<file path="config.mk">
export PLATFORM = sky130hd
export DESIGN_NAME = pob_cell
export DESIGN_NICKNAME = d
export VERILOG_FILES = /design/src/rtl/pob_pkg.sv /design/src/rtl/pob_cell.sv
export SDC_FILE = /design/constraint.sdc
export NUM_CORES = 1
export LEC_CHECK = 0
export CORE_AREA = 2 2 94 96
export CTS_CLUSTER_SIZE = 16
export DETAILED_ROUTE_END_ITERATION = 10
export DIE_AREA = 0 0 96 98
export DONT_BUFFER_PORTS = 1
export PLACE_DENSITY = 0.51
export SLEW_MARGIN = 40
export SYNTH_ARGS = -nofsm -noshare
export SYNTH_HDL_FRONTEND = slang
export SYNTH_SLANG_ARGS = --single-unit
</file>
<file path="constraint.sdc">
create_clock -name i_clk -period 3.5 [get_ports i_clk]
set_input_delay 0.525 -clock i_clk [delete_from_list [all_inputs] [get_ports i_clk]]
set_output_delay 0.525 -clock i_clk [all_outputs]
set_load 0.1 [all_outputs]
</file>
<file path="src/rtl/pob_pkg.sv">
`timescale 1ns / 1ps
`default_nettype none
package pob_pkg;
    localparam int SEQ_W = 32;
    localparam int SRC_W = 4;
    localparam int REP_W = 8;
    localparam int HDL_W = 16;
    localparam int CNT_W = 7;
    localparam int TIME_W = 32;
    localparam int PRE_W = 16;
    localparam int CFG_IDX_W = 1;
    localparam int CFG_DATA_W = 16;

    localparam logic [CFG_IDX_W-1:0] CFG_FILL_LIMIT = 1'd0;
    localparam logic [CFG_IDX_W-1:0] CFG_PREBUFFER = 1'd1;

    localparam logic OP_INSERT = 1'b0;
    localparam logic OP_PLAY = 1'b1;

    localparam logic [2:0] ST_INSERTED = 3'd0;
    localparam logic [2:0] ST_DUPLICATE = 3'd1;
    localparam logic [2:0] ST_NOT_READY = 3'd2;
    localparam logic [2:0] ST_PLAYED = 3'd3;
    localparam logic [2:0] ST_EMPTY = 3'd4;

    typedef enum logic [2:0] {
        S_IDLE,
        S_RELEASE,
        S_PLACE,
        S_DONE
    } t_state;

    typedef struct packed {
        logic [SEQ_W-1:0] seq;
        logic [SRC_W-1:0] src;
        logic [REP_W-1:0] rep;
        logic [HDL_W-1:0] hdl;
    } t_desc;

    // control broadcast to every cell
    typedef struct packed {
        logic  shift_left;
        logic  place;
        t_desc desc;
    } t_cell_ctrl;
endpackage
`default_nettype wire

</file>
<file path="src/rtl/pob_cell.sv">
`timescale 1ns / 1ps
`default_nettype none
// One slot of the ordered list. Shifts left on release, shifts right or
// loads the new descriptor on placement.
module pob_cell (
    input  wire                  i_clk,
    input  pob_pkg::t_cell_ctrl  i_ctrl,
    input  wire                  i_at_ins,    // this slot takes the new entry
    input  wire                  i_right_ins, // slot is right of insert point
    input  pob_pkg::t_desc       i_left,
    input  pob_pkg::t_desc       i_right,
    output pob_pkg::t_desc       o_desc
);
    pob_pkg::t_desc r_desc;
    pob_pkg::t_desc n_desc;

    always_comb begin
        n_desc = r_desc;
        if (i_ctrl.shift_left) begin
            n_desc = i_right;
        end else if (i_ctrl.place) begin
            if (i_at_ins) begin
                n_desc = i_ctrl.desc;
            end else if (i_right_ins) begin
                n_desc = i_left;
            end
        end
    end

    always_ff @(posedge i_clk) begin
        r_desc <= n_desc;
    end

    assign o_desc = r_desc;
endmodule
`default_nettype wire

</file>
==> metrics.md <==
| Metric | Value |
|---|---|
| Initial DRC count | 49 |
| Placed Cells | 392 |
| Die H | 98 µm |
| First-pass detailed-route iteration total | 3 |
| # clock sinks | 60 |
| Crit path time final | 1810 ps |
| Worst-case clock buffer depth | 2 |
| Core Box Area | 8470 µm² |
| RSZ-0062 raised after global routing | false |
| Syn Inst Count | 262 |
| Slew margin rel. | 0.395 |
| Number of global-route vias before repair | 2,043 |
| # hold bufs at CTS | 0 |
| GPL Wtd Cong | 0.684 |
| H-tree Lvls | 3 |
| Via/cell ratio | 5.09 |
| Overall routed net length | 7.05 mm |
| CTS tree | done |
| WL/cell | 17.2 µm |
| IO Count | 245 |
| Post-Syn Nets | 447 |
| Final Slew Violations | 0 |
| Cell area after synthesis | 3100 µm² |
| FP Rows | 34 |
| Post-synth cell types | 10 |
| Pre-CTS setup slack | 1400 ps |
| TNS Setup | 0 ps |
| DRC | 0 |
| Switching Fraction | 0.416 |
| Largest net degree at the start of global routing | 122 |
| Fillers | 728 |
| Root Buffer | clkbuf_8 |
| Post-synthesis sequential area ratio | 0.581 |
| Clock transition at the registers of the reported paths | 70 ps |
| Switching Power | 0.00105 W |
| Ant diodes | 0 |
| Total Routing Usage GR | 0.143 |
| Largest register FFs | 60 |
| Final period util | 0.516 |
| Commonest cells after routing, fill and taps aside | mux2i_1 (60), nand2_1 (60), o21ai_1 (60), edfxtp_1 (60), buf_16 (23) |
| Comb power frac | 0.341 |
| Seq pwr share | 0.460 |
| Cell-internal power | 0.00147 W |
| Pwr/cell area | 602 nW/µm² |
| Maximum VDD drop | 243 µV |
| CP max FO | 1 |
| Layout Cells excl Fill | 410 |
| Final Util | 0.495 |
| Final setup viols | 0 |
| Area growth, synth to finish | 35.1% |
| GRT Residual Overflow | 0 |
| Crit end category | primary output |
| Setup bufs post-CTS | 0 |
| First-pass GRT wire length | 9.89 mm |
| Outcome | complete, no violations |
| Clock power frac | 0.199 |
| FMAX | 554 MHz |
| Share of cells above drive strength 1 | 0.185 |
| Initial antenna violation count | 0 |
| Worst Path Required | 2970 ps |
| Max Cap Viol | 0 |
| Startpoint types | flop |
| Mean Syn Cell Area | 11.8 µm² |
| Tightest Pin Transition | 910 ps |
| Pwr Total | 0.00252 W |
| Die Wd | 96 µm |
| Starting Density | 0.366 |
| Port Buffers | 0 |
| Net total in the final layout | 482 |
| TritonCTS Buffers | 9 |
| Worst Setup Slack, final | 1690 ps |
| WP data arrival | 1280 ps |
| Post-CTS sizing | 0 |
| Hold Vio Cnt, Final | 0 |
| HP Class | input port to flop |
| Leakage | 1.71 nW |
| Detailed Place HPWL | 5.29 mm |
| Die area | 9410 µm² |
| Number of synthesized register bits | 60 |
| WS Path Type | flop to primary output |
| Yosys warnings | 0 |
| Routed Antenna Nets | 0 |
| Total number of vias | 2,085 |
[synthesized netlist by cell type]
master | n | area (µm²)
buf_8 | 6 | 90.1
nand2b_1 | 1 | 6.26
o21ai_0 | 1 | 5.00
mux2i_1 | 60 | 601
nand2_1 | 60 | 225
buf_6 | 1 | 11.3
o21ai_1 | 60 | 300
edfxtp_1 | 60 | 1800
clkbuf_1 | 3 | 11.3
buf_2 | 10 | 50.1
[cells by family (layout without fill, tap and decap cells)]
| kind of cell | count (synthesis) | in the layout | synth area share |
|---|---|---|---|
| mux | 60 | 60 | 0.194 |
| flops | 60 | 60 | 0.581 |
| simple gates | 61 | 61 | 0.0746 |
| compound gates | 61 | 61 | 0.0984 |
| buf+inv | 20 | 60 | 0.0524 |
[layout make-up]
class / count / area [µm²] / area share
clock inverter: 3 / 13.8 / 0.00328
clock buffer: 13 / 139 / 0.0331
multi-input combinational: 182 / 1140 / 0.272
sequential: 60 / 1800 / 0.430
timing repair buffer: 44 / 961 / 0.229
tap: 108 / 135 / 0.0322
[routing by layer]
metal,vias to the layer above,GRT usage,wire [µm]
met5,-,0,0
met4,0,0.0429,79
met3,7,0.0656,738
met2,147,0.255,3630
met1,906,0.147,2600
li1,1025,-,-
[power by group through the flow]
| stage | sequential [W] | combinational (W) | clock, W |
|---|---|---|---|
| after floorplan | 0.00159 | 0.000139 | 0 |
| after global placement | 0.00161 | 0.000116 | 0 |
| after detailed placement | 0.00120 | 0.000833 | 0 |
| after CTS | 0.00118 | 0.000832 | 0.000528 |
| after global routing | 0.00117 | 0.000887 | 0.000557 |
| final | 0.00116 | 0.000859 | 0.000501 |
[metrics by stage]
stage | hold slack, ps | instance area (µm²)
floorplan | 719 | 3100
global placement | 725 | 3080
detailed placement | 732 | 3990
CTS | 377 | 4140
global route | 383 | 4190
finish | 398 | 4190
[final timing paths]
kind	slack, ps	start	cells after the start	to
setup / recovery	1690	o_desc[35]$_DFFE_PP_	0	o_desc[35]
hold / removal	400	i_right[3]	2	o_desc[3]$_DFFE_PP_
Power figures use the tool's default switching activity.
